**config.mk**
```make
export PLATFORM = sky130hd
export DESIGN_NAME = per_source_concurrency_limiter_top
export DESIGN_NICKNAME = d
export VERILOG_FILES = /design/src/rtl/psl_pkg.sv /design/src/rtl/per_source_concurrency_limiter_top.sv /design/src/rtl/psl_front.sv /design/src/rtl/psl_back.sv
export SDC_FILE = /design/constraint.sdc
export NUM_CORES = 1
export LEC_CHECK = 0
export ABC_AREA = 1
export BUFFER_PORTS_ARGS = -buffer_cell sky130_fd_sc_hd__buf_4
export CAP_MARGIN = 0
export CORE_MARGIN = 2
export CORE_UTILIZATION = 59
export DETAILED_ROUTE_END_ITERATION = 16
export PLACE_DENSITY = 0.85
export SLEW_MARGIN = 5
export SYNTH_ARGS = -nofsm -noshare
export SYNTH_HDL_FRONTEND = slang
export SYNTH_HIERARCHICAL = 1
export SYNTH_SLANG_ARGS = --single-unit
```
**constraint.sdc**
```tcl
create_clock -name clk -period 5.2 [get_ports clk]
set_input_delay 0.52 -clock clk [delete_from_list [all_inputs] [get_ports clk]]
set_output_delay 0.52 -clock clk [all_outputs]
set_load 0.01 [all_outputs]
```
**src/rtl/psl_pkg.sv**
```systemverilog
`default_nettype none
package psl_pkg;

  localparam int PROV_CNT = 4;
  localparam int Q_DEPTH  = 8;

  localparam int PROV_W = (PROV_CNT > 1) ? $clog2(PROV_CNT) : 1;
  localparam int QH_W   = (Q_DEPTH > 1) ? $clog2(Q_DEPTH) : 1;
  localparam int QF_W   = $clog2(Q_DEPTH + 1);
  localparam int MEM_DEPTH = PROV_CNT * Q_DEPTH;
  localparam int MEM_AW = (MEM_DEPTH > 1) ? $clog2(MEM_DEPTH) : 1;

  localparam int CFG_IDX_W = 2;
  localparam int CFG_REG_CNT = 4;

  localparam logic [3:0] LIMIT_RST = 4'd1;

  localparam logic [2:0] ST_GRANTED   = 3'd0;
  localparam logic [2:0] ST_UNLIMITED = 3'd1;
  localparam logic [2:0] ST_QUEUED    = 3'd2;
  localparam logic [2:0] ST_HANDED    = 3'd3;
  localparam logic [2:0] ST_FREED     = 3'd4;
  localparam logic [2:0] ST_IGNORED   = 3'd5;

  typedef enum logic {
    OP_ACQ,
    OP_REL
  } op_t;

  typedef enum logic {
    BK_EXEC,
    BK_RD
  } bk_state_t;

  typedef struct packed {
    logic       action;
    logic [1:0] provider;
    logic [7:0] requester_tag;
  } in_t;

  typedef struct packed {
    logic [2:0] status;
    logic [7:0] granted_tag;
    logic       grant_valid;
    logic [1:0] result_provider;
    logic [3:0] active_after;
    logic       queue_full;
  } out_t;

  typedef struct packed {
    op_t        op;
    logic       in_range;
    logic [1:0] provider;
    logic [7:0] tag;
  } item_t;

  typedef struct packed {
    logic valid;
    logic pop;
  } link_t;

endpackage
`default_nettype wire

```
**src/rtl/per_source_concurrency_limiter_top.sv**
```systemverilog
`default_nettype none
// Each request passes the 2-entry request queue and the back end, whose result
// is registered; a release that hands its slot to a queued waiter also reads
// the waiter tag from memory first. One request per cycle while no handoff
// holds the queue; busy rises when the request queue is full. Sync reset
// (rst_n low) empties queues, zeroes counts and sets every limit to 1.
module per_source_concurrency_limiter_top
  import psl_pkg::*;
(
  input  wire logic                 clk,
  input  wire logic                 rst_n,
  input  wire logic                 start,
  output logic                      busy,
  input  wire in_t                  in_data,
  output logic                      out_valid,
  output out_t                      out_data,
  input  wire logic                 cfg_valid,
  output logic                      cfg_ready,
  input  wire logic [CFG_IDX_W-1:0] cfg_index,
  input  wire logic [3:0]           cfg_data
);

  logic  q_valid;
  item_t q_item;
  link_t link;

  psl_front u_front (
    .clk     (clk),
    .rst_n   (rst_n),
    .start   (start),
    .busy    (busy),
    .in_data (in_data),
    .pop     (link.pop && link.valid),
    .q_valid (q_valid),
    .q_item  (q_item)
  );

  psl_back u_back (
    .clk       (clk),
    .rst_n     (rst_n),
    .q_valid   (q_valid),
    .q_item    (q_item),
    .link      (link),
    .cfg_valid (cfg_valid),
    .cfg_ready (cfg_ready),
    .cfg_index (cfg_index),
    .cfg_data  (cfg_data),
    .out_valid (out_valid),
    .out_data  (out_data)
  );

endmodule
`default_nettype wire

```
**src/rtl/psl_front.sv**
```systemverilog
`default_nettype none
module psl_front
  import psl_pkg::*;
(
  input  wire logic  clk,
  input  wire logic  rst_n,
  input  wire logic  start,
  output logic       busy,
  input  wire in_t   in_data,
  input  wire logic  pop,
  output logic       q_valid,
  output item_t      q_item
);

  item_t      ent_r [2];
  logic       wr_ptr_r, wr_ptr_nxt;
  logic       rd_ptr_r, rd_ptr_nxt;
  logic [1:0] cnt_r, cnt_nxt;
  logic       push;
  item_t      cls;

  // classify: decode action and range-check provider
  always_comb begin
    cls.provider = in_data.provider;
    cls.tag      = in_data.requester_tag;
    cls.in_range = (32'(in_data.provider) < PROV_CNT);
    case (in_data.action)
      1'b0:    cls.op = OP_ACQ;
      default: cls.op = OP_REL;
    endcase
  end

  assign busy    = (cnt_r == 2'd2);
  assign push    = start && !busy;
  assign q_valid = (cnt_r != 2'd0);
  assign q_item  = ent_r[rd_ptr_r];

  always_comb begin
    wr_ptr_nxt = push ? !wr_ptr_r : wr_ptr_r;
    rd_ptr_nxt = pop ? !rd_ptr_r : rd_ptr_r;
    cnt_nxt    = cnt_r + 2'(push) - 2'(pop);
  end

  always_ff @(posedge clk) begin
    if (!rst_n) begin
      wr_ptr_r <= 1'b0;
      rd_ptr_r <= 1'b0;
      cnt_r    <= 2'd0;
    end else begin
      wr_ptr_r <= wr_ptr_nxt;
      rd_ptr_r <= rd_ptr_nxt;
      cnt_r    <= cnt_nxt;
    end
  end

  always_ff @(posedge clk) begin
    if (push) begin
      ent_r[wr_ptr_r] <= cls;
    end
  end

endmodule
`default_nettype wire

```
**src/rtl/psl_back.sv**
```systemverilog
`default_nettype none
module psl_back
  import psl_pkg::*;
(
  input  wire logic                 clk,
  input  wire logic                 rst_n,
  input  wire logic                 q_valid,
  input  wire item_t                q_item,
  output link_t                     link,
  input  wire logic                 cfg_valid,
  output logic                      cfg_ready,
  input  wire logic [CFG_IDX_W-1:0] cfg_index,
  input  wire logic [3:0]           cfg_data,
  output logic                      out_valid,
  output out_t                      out_data
);

  bk_state_t  state_r, state_nxt;
  logic [3:0] limit_r [PROV_CNT];
  logic [3:0] cnt_r   [PROV_CNT];
  logic [QH_W-1:0] head_r [PROV_CNT];
  logic [QF_W-1:0] fill_r [PROV_CNT];
  logic [7:0] mem [MEM_DEPTH];
  logic [7:0] rd_data_r;
  out_t       hold_r, hold_nxt;
  out_t       out_r, out_nxt;
  logic       out_valid_r, out_valid_nxt;

  logic [PROV_W-1:0] p_idx;
  logic [3:0]        lim, cnt;
  logic [QH_W-1:0]   head;
  logic [QF_W-1:0]   fill;
  logic              handoff;
  logic [QH_W:0]     slot_sum;
  logic [QH_W-1:0]   wr_slot, head_inc;
  logic [MEM_AW-1:0] base;

  logic              pop, upd, mem_we, rd_en;
  logic [3:0]        cnt_nxt;
  logic [QH_W-1:0]   head_nxt;
  logic [QF_W-1:0]   fill_nxt;
  logic [MEM_AW-1:0] wr_addr, rd_addr;
  logic [PROV_W-1:0] cfg_idx;

  assign p_idx = PROV_W'(q_item.provider);
  assign lim   = limit_r[p_idx];
  assign cnt   = cnt_r[p_idx];
  assign head  = head_r[p_idx];
  assign fill  = fill_r[p_idx];
  assign base  = MEM_AW'(MEM_AW'(p_idx) * MEM_AW'(Q_DEPTH));

  // tail slot: head + fill wraps at most once
  always_comb begin
    slot_sum = (QH_W + 1)'(head) + (QH_W + 1)'(fill);
    if (32'(slot_sum) >= Q_DEPTH) begin
      wr_slot = QH_W'(slot_sum - (QH_W + 1)'(Q_DEPTH));
    end else begin
      wr_slot = QH_W'(slot_sum);
    end
    if (32'(head) + 1 >= Q_DEPTH) begin
      head_inc = '0;
    end else begin
      head_inc = head + QH_W'(1);
    end
  end

  assign handoff = q_valid && q_item.in_range && (q_item.op == OP_REL) && (fill != '0);
  assign wr_addr = base + MEM_AW'(wr_slot);
  assign rd_addr = base + MEM_AW'(head);

  // next state
  always_comb begin
    state_nxt = state_r;
    case (state_r)
      BK_EXEC: begin
        if (handoff) state_nxt = BK_RD;
      end
      BK_RD: begin
        state_nxt = BK_EXEC;
      end
      default: state_nxt = BK_EXEC;
    endcase
  end

  // outputs and state updates
  always_comb begin
    pop           = 1'b0;
    upd           = 1'b0;
    mem_we        = 1'b0;
    rd_en         = 1'b0;
    cnt_nxt       = cnt;
    head_nxt      = head;
    fill_nxt      = fill;
    hold_nxt      = hold_r;
    out_nxt       = out_r;
    out_valid_nxt = 1'b0;
    case (state_r)
      BK_EXEC: begin
        if (q_valid) begin
          pop = 1'b1;
          out_nxt.status          = ST_IGNORED;
          out_nxt.granted_tag     = 8'd0;
          out_nxt.grant_valid     = 1'b0;
          out_nxt.result_provider = q_item.provider;
          out_nxt.active_after    = 4'd0;
          out_nxt.queue_full      = 1'b0;
          if (q_item.in_range) begin
            upd = 1'b1;
            if (q_item.op == OP_ACQ) begin
              if (lim == 4'd0) begin
                out_nxt.status      = ST_UNLIMITED;
                out_nxt.granted_tag = q_item.tag;
                out_nxt.grant_valid = 1'b1;
              end else if (cnt < lim) begin
                cnt_nxt             = cnt + 4'd1;
                out_nxt.status      = ST_GRANTED;
                out_nxt.granted_tag = q_item.tag;
                out_nxt.grant_valid = 1'b1;
              end else if (32'(fill) < Q_DEPTH) begin
                mem_we         = 1'b1;
                fill_nxt       = fill + QF_W'(1);
                out_nxt.status = ST_QUEUED;
              end else begin
                out_nxt.queue_full = 1'b1;
              end
            end else begin
              if (fill != '0) begin
                rd_en              = 1'b1;
                head_nxt           = head_inc;
                fill_nxt           = fill - QF_W'(1);
                out_nxt.status     = ST_HANDED;
                out_nxt.grant_valid = 1'b1;
              end else if (cnt != 4'd0) begin
                cnt_nxt        = cnt - 4'd1;
                out_nxt.status = ST_FREED;
              end
            end
            out_nxt.active_after = cnt_nxt;
          end
          // handed-off waiter goes out once its tag is read back
          if (handoff) begin
            hold_nxt = out_nxt;
            out_nxt  = out_r;
          end else begin
            out_valid_nxt = 1'b1;
          end
        end
      end
      BK_RD: begin
        out_nxt             = hold_r;
        out_nxt.granted_tag = rd_data_r;
        out_valid_nxt       = 1'b1;
      end
      default: ;
    endcase
  end

  assign link.valid = q_valid;
  assign link.pop   = pop;
  assign cfg_ready  = 1'b1;
  assign cfg_idx    = PROV_W'(cfg_index);
  assign out_valid  = out_valid_r;
  assign out_data   = out_r;

  always_ff @(posedge clk) begin
    if (!rst_n) begin
      state_r     <= BK_EXEC;
      out_valid_r <= 1'b0;
      for (int i = 0; i < PROV_CNT; i++) begin
        limit_r[i] <= LIMIT_RST;
        cnt_r[i]   <= 4'd0;
        head_r[i]  <= '0;
        fill_r[i]  <= '0;
      end
    end else begin
      state_r     <= state_nxt;
      out_valid_r <= out_valid_nxt;
      if (upd) begin
        cnt_r[p_idx]  <= cnt_nxt;
        head_r[p_idx] <= head_nxt;
        fill_r[p_idx] <= fill_nxt;
      end
      if (cfg_valid && (32'(cfg_index) < CFG_REG_CNT) && (32'(cfg_index) < PROV_CNT)) begin
        limit_r[cfg_idx] <= cfg_data;
      end
    end
  end

  always_ff @(posedge clk) begin
    hold_r <= hold_nxt;
    out_r  <= out_nxt;
  end

  always_ff @(posedge clk) begin
    if (mem_we) begin
      mem[wr_addr] <= q_item.tag;
    end
    if (rd_en) begin
      rd_data_r <= mem[rd_addr];
    end
  end

endmodule
`default_nettype wire

```
==> results.py <==
metrics = {
    "logic_synthesis": {
        "yosysMostFrequentCell": "edfxtp_1",
        "synth_edf_count": 376,
        "ys_warn_count": 6,
        "synth_top_area_share": 0.6805,
        "synth_top_area_cell": "edfxtp_1",
        "syn_area_per_cell_um2": 11.27,
        "synthCells": 1472,
        "synth_area_um2": 16590,
        "synthTopCellsByCount": "edfxtp_1 (376), nand2_1 (233), inv_1 (192)",
        "ys_async_sr_fraction": 0,
        "seq_area_frac_synth": 0.6890,
        "synthFlopType": "edfxtp_1",
        "yosysUniqueCellTypes": 33,
        "syn-num-nets": 1505,
        "synth_seq_cells": 383,
        "synthTopCellsByArea": "edfxtp_1 (68%), nand2_1 (5.3%), nand3_1 (4.5%)",
    },
    "power": {
        "leakagePower_uw": 0.007034,
        "peakVddDrop_uv": 329.8,
        "combinationalPowerShare": 0.330,
        "pwr-share-seq": 0.392,
        "switching_share": 0.3627,
        "p_switching_uw": 3660,
        "power.total_uw": 10090,
        "powerDensity_nw_per_um2": 548.3,
        "intPower_uw": 6432,
        "power.share.clock": 0.279,
    },
    "global_route": {
        "grt_start_max_net_pins": 132,
        "grt_pass1_wl_um": 59000,
        "grt_overflow": 0,
        "grt_pass1_vias": 10930,
        "grt_util_all_layers": 0.2653,
        "antenna_found_initial": 1,
    },
    "clock_network": {
        "postCtsResizedCells": 0,
        "cts_tree": "built",
        "postCtsSetupRepairBufs": 0,
        "numCtsBuffers": 38,
        "cts_root_buffer": "clkbuf_16",
        "cts_buffer_depth": 3,
        "htree_num_levels": 2,
        "hold_buffers": 0,
        "clock_sinks": 383,
        "clock_latency_ps": 530,
        "clk_pin_slew_ps": 60,
    },
    "worst_hold_path": {
        "worstHoldEndpoint": "u_front/ent_r[1][10]$_DFFE_PP_",
        "whs_path_depth": 1,
        "min_path_type": "in -> reg",
        "hp-start": "in_data[10]",
    },
    "place": {
        "port_buffers": 41,
        "place_congestion": 0.9650,
        "dp_cells": 1831,
        "place_ws_ps": 956.2,
        "dp_hpwl_um": 23180,
    },
    "timing": {
        "setup-tns-final_ps": 0,
        "period_share": 0.8617,
        "rsz0062_at_grt": "no",
        "slew_viol_final": 0,
        "finalSetupViolCount": 0,
        "finClkSkew_ps": 8.710,
        "worst-slew-pin-transition_ps": 1198,
        "fin_ws_ps": 719.3,
        "finalHoldViolations": 0,
        "slew_headroom": 0.2011,
        "timing.fmax_mhz": 223.2,
        "period_needed_ps": 4481,
    },
    "routing": {
        "ant_nets": 0,
        "dr_total_vias": 11470,
        "routed_wl_um": 38640,
        "wl_per_cell_um": 20.35,
        "route.detailed.drc": 0,
        "vias_per_cell": 6.040,
        "drt-initial-drc-count": 1816,
        "firstDrtPassIters": 6,
    },
    "layout": {
        "diodes": 0,
        "drive_above_1_share": 0.09533,
        "nNetsFinal": 1526,
        "layoutNonFillerInstCount": 1899,
        "syn_to_final_growth_pct": 10.94,
        "fillCellCount": 1877,
        "post-route-util": 0.6643,
    },
    "die": {
        "die_w_um": 171.7,
        "core-area_um2": 27710,
        "initial_core_util": 0.5988,
        "num_rows": 61,
        "dieArea_um2": 29480,
        "ios": 43,
        "die_h_um": 171.7,
    },
    "worst_setup_path": {
        "required_ps": 5350,
        "regToRegEndpoint": "u_back/mem[20][3]$_DFFE_PP_",
        "critPathMaxFanout": 20,
        "reg2reg_depth": 12,
        "critPathArrivalTime_ps": 4630,
        "worst_setup_path_end_kind": "flip-flop",
        "cp-start-kind": "flip-flop",
        "worst-setup-path-type": "reg -> reg",
        "r2r_setup_slack_ps": 720,
    },
    "flow_run": {
        "cap_violations": 0,
    },
    "outcome": {
        "outcome": "finished clean",
    },
}
-- worst max-delay path, cell delays in order, from the launching register on --
cell	delay, ps
dfxtp_1	350
buf_4	240
mux2_4	430
nor2_2	730
nand2_1	180
nand2_1	130
nor3_1	90
inv_1	130
ha_1	200
fa_1	440
inv_1	90
nand2_1	370
nor2_1	720
-- layout make-up --
class                           instances  area, µm²  area share
Clock buffer                           49       1033     0.05615
Clock inverter                         19      250.2     0.01360
Inverter                              201      754.5     0.04099
Multi-Input combinational cell        818       4080      0.2217
Sequential cell                       383      11430      0.6211
Tap cell                              378      473.0     0.02570
Timing Repair Buffer                   51      382.9     0.02080
-- sequential cells by signal, indices dropped and copies added, names as in the netlist, named ones only --
register	flops
u_back/mem	256
u_back/out_valid	1
u_back/limit_r	16
u_front/rd_ptr_r	1
u_back/head_r	12
u_back/cnt_r	16
u_front/wr_ptr_r	1
u_back/hold_r	11
u_back/state_r	1
u_back/rd_data_r	8
u_back/fill_r	16
u_front/cnt_r	2
u_back/out_data	19
u_front/ent_r	22
-- per-stage QoR --
stage | instance area, µm² | hold slack [ps]
detailed placement | 17120 | 491.5
global placement | 17120 | 475.2
global route | 18410 | 170.0
CTS | 18410 | 164.1
floorplan | 16590 | 466.4
finish | 18410 | 178.9
-- kinds of logic (layout without fill, tap and decap cells) --
logic type | count (synthesis) | count (layout) | synth area share
compound gates | 230 | 230 | 0.07707
xor+xnor | 1 | 1 | 0.0005280
fa+ha+maj | 12 | 12 | 0.009502
buf+inv | 271 | 320 | 0.06546
flops | 383 | 383 | 0.6890
mux | 11 | 11 | 0.009728
other cells | 2 | 2 | 0.0004527
simple gates | 562 | 562 | 0.1483
-- cells in the final DEF (no fill, tap or decap) --
cell type,netlist,final
clkinv_1,0,6
clkinv_4,0,1
nand2_2,4,4
clkbuf_1,30,8
a211oi_1,1,1
nor2_2,4,4
buf_4,6,51
inv_1,192,192
nand3b_1,2,2
xnor2_1,1,1
clkinv_2,0,3
nor2_4,2,2
inv_6,0,1
ha_1,11,11
mux2_2,1,1
nor2_1,135,135
mux2_4,10,10
conb_1,2,2
clkbuf_16,0,39
nor3_1,4,4
dfxtp_1,7,7
nand3_2,8,8
a21oi_1,87,87
a21o_1,1,1
edfxtp_1,376,376
nand4_1,19,19
inv_2,9,9
clkbuf_8,0,2
clkinvlp_4,0,2
nand3_1,149,149
o21ai_0,84,84
o211ai_1,49,49
nand2_1,233,233
nor3_4,1,2
bufinv_16,0,6
fa_1,1,1
o21ai_1,8,8
-- power by group through the flow --
stage	clock network [µW]	registers (µW)	logic, µW
final	2810	3950	3330
after global routing	2950	3970	3570
after CTS	2840	3950	3220
after detailed placement	0	4010	3170
after global placement	0	4010	3080
after floorplan	0	4040	2110
-- routing by layer --
layer  part of all wire  global-route usage  vias up
li1                   -                   -     5138
met1               0.37              0.3425     5413
met2               0.49              0.4395      782
met3               0.11             0.05752      135
met4              0.036              0.1083        2
met5            0.00034                   0        -
-- how the worst max path moves through the flow --
| stage | startpoint | endpoint | slack [ps] | cells after the start |
|---|---|---|---|---|
| floorplan | flip-flop | u_back/mem[28][0]$_DFFE_PP_ | 1490 | 16 |
| global placement | flip-flop | u_back/mem[29][1]$_DFFE_PP_ | 1050 | 11 |
| detailed placement | flip-flop | u_back/mem[29][0]$_DFFE_PP_ | 960 | 11 |
| CTS | flip-flop | u_back/mem[29][6]$_DFFE_PP_ | 840 | 12 |
| global route | flip-flop | u_back/mem[20][5]$_DFFE_PP_ | 470 | 12 |
| finish | flip-flop | u_back/mem[20][3]$_DFFE_PP_ | 720 | 12 |
Power figures use the tool's default switching activity.
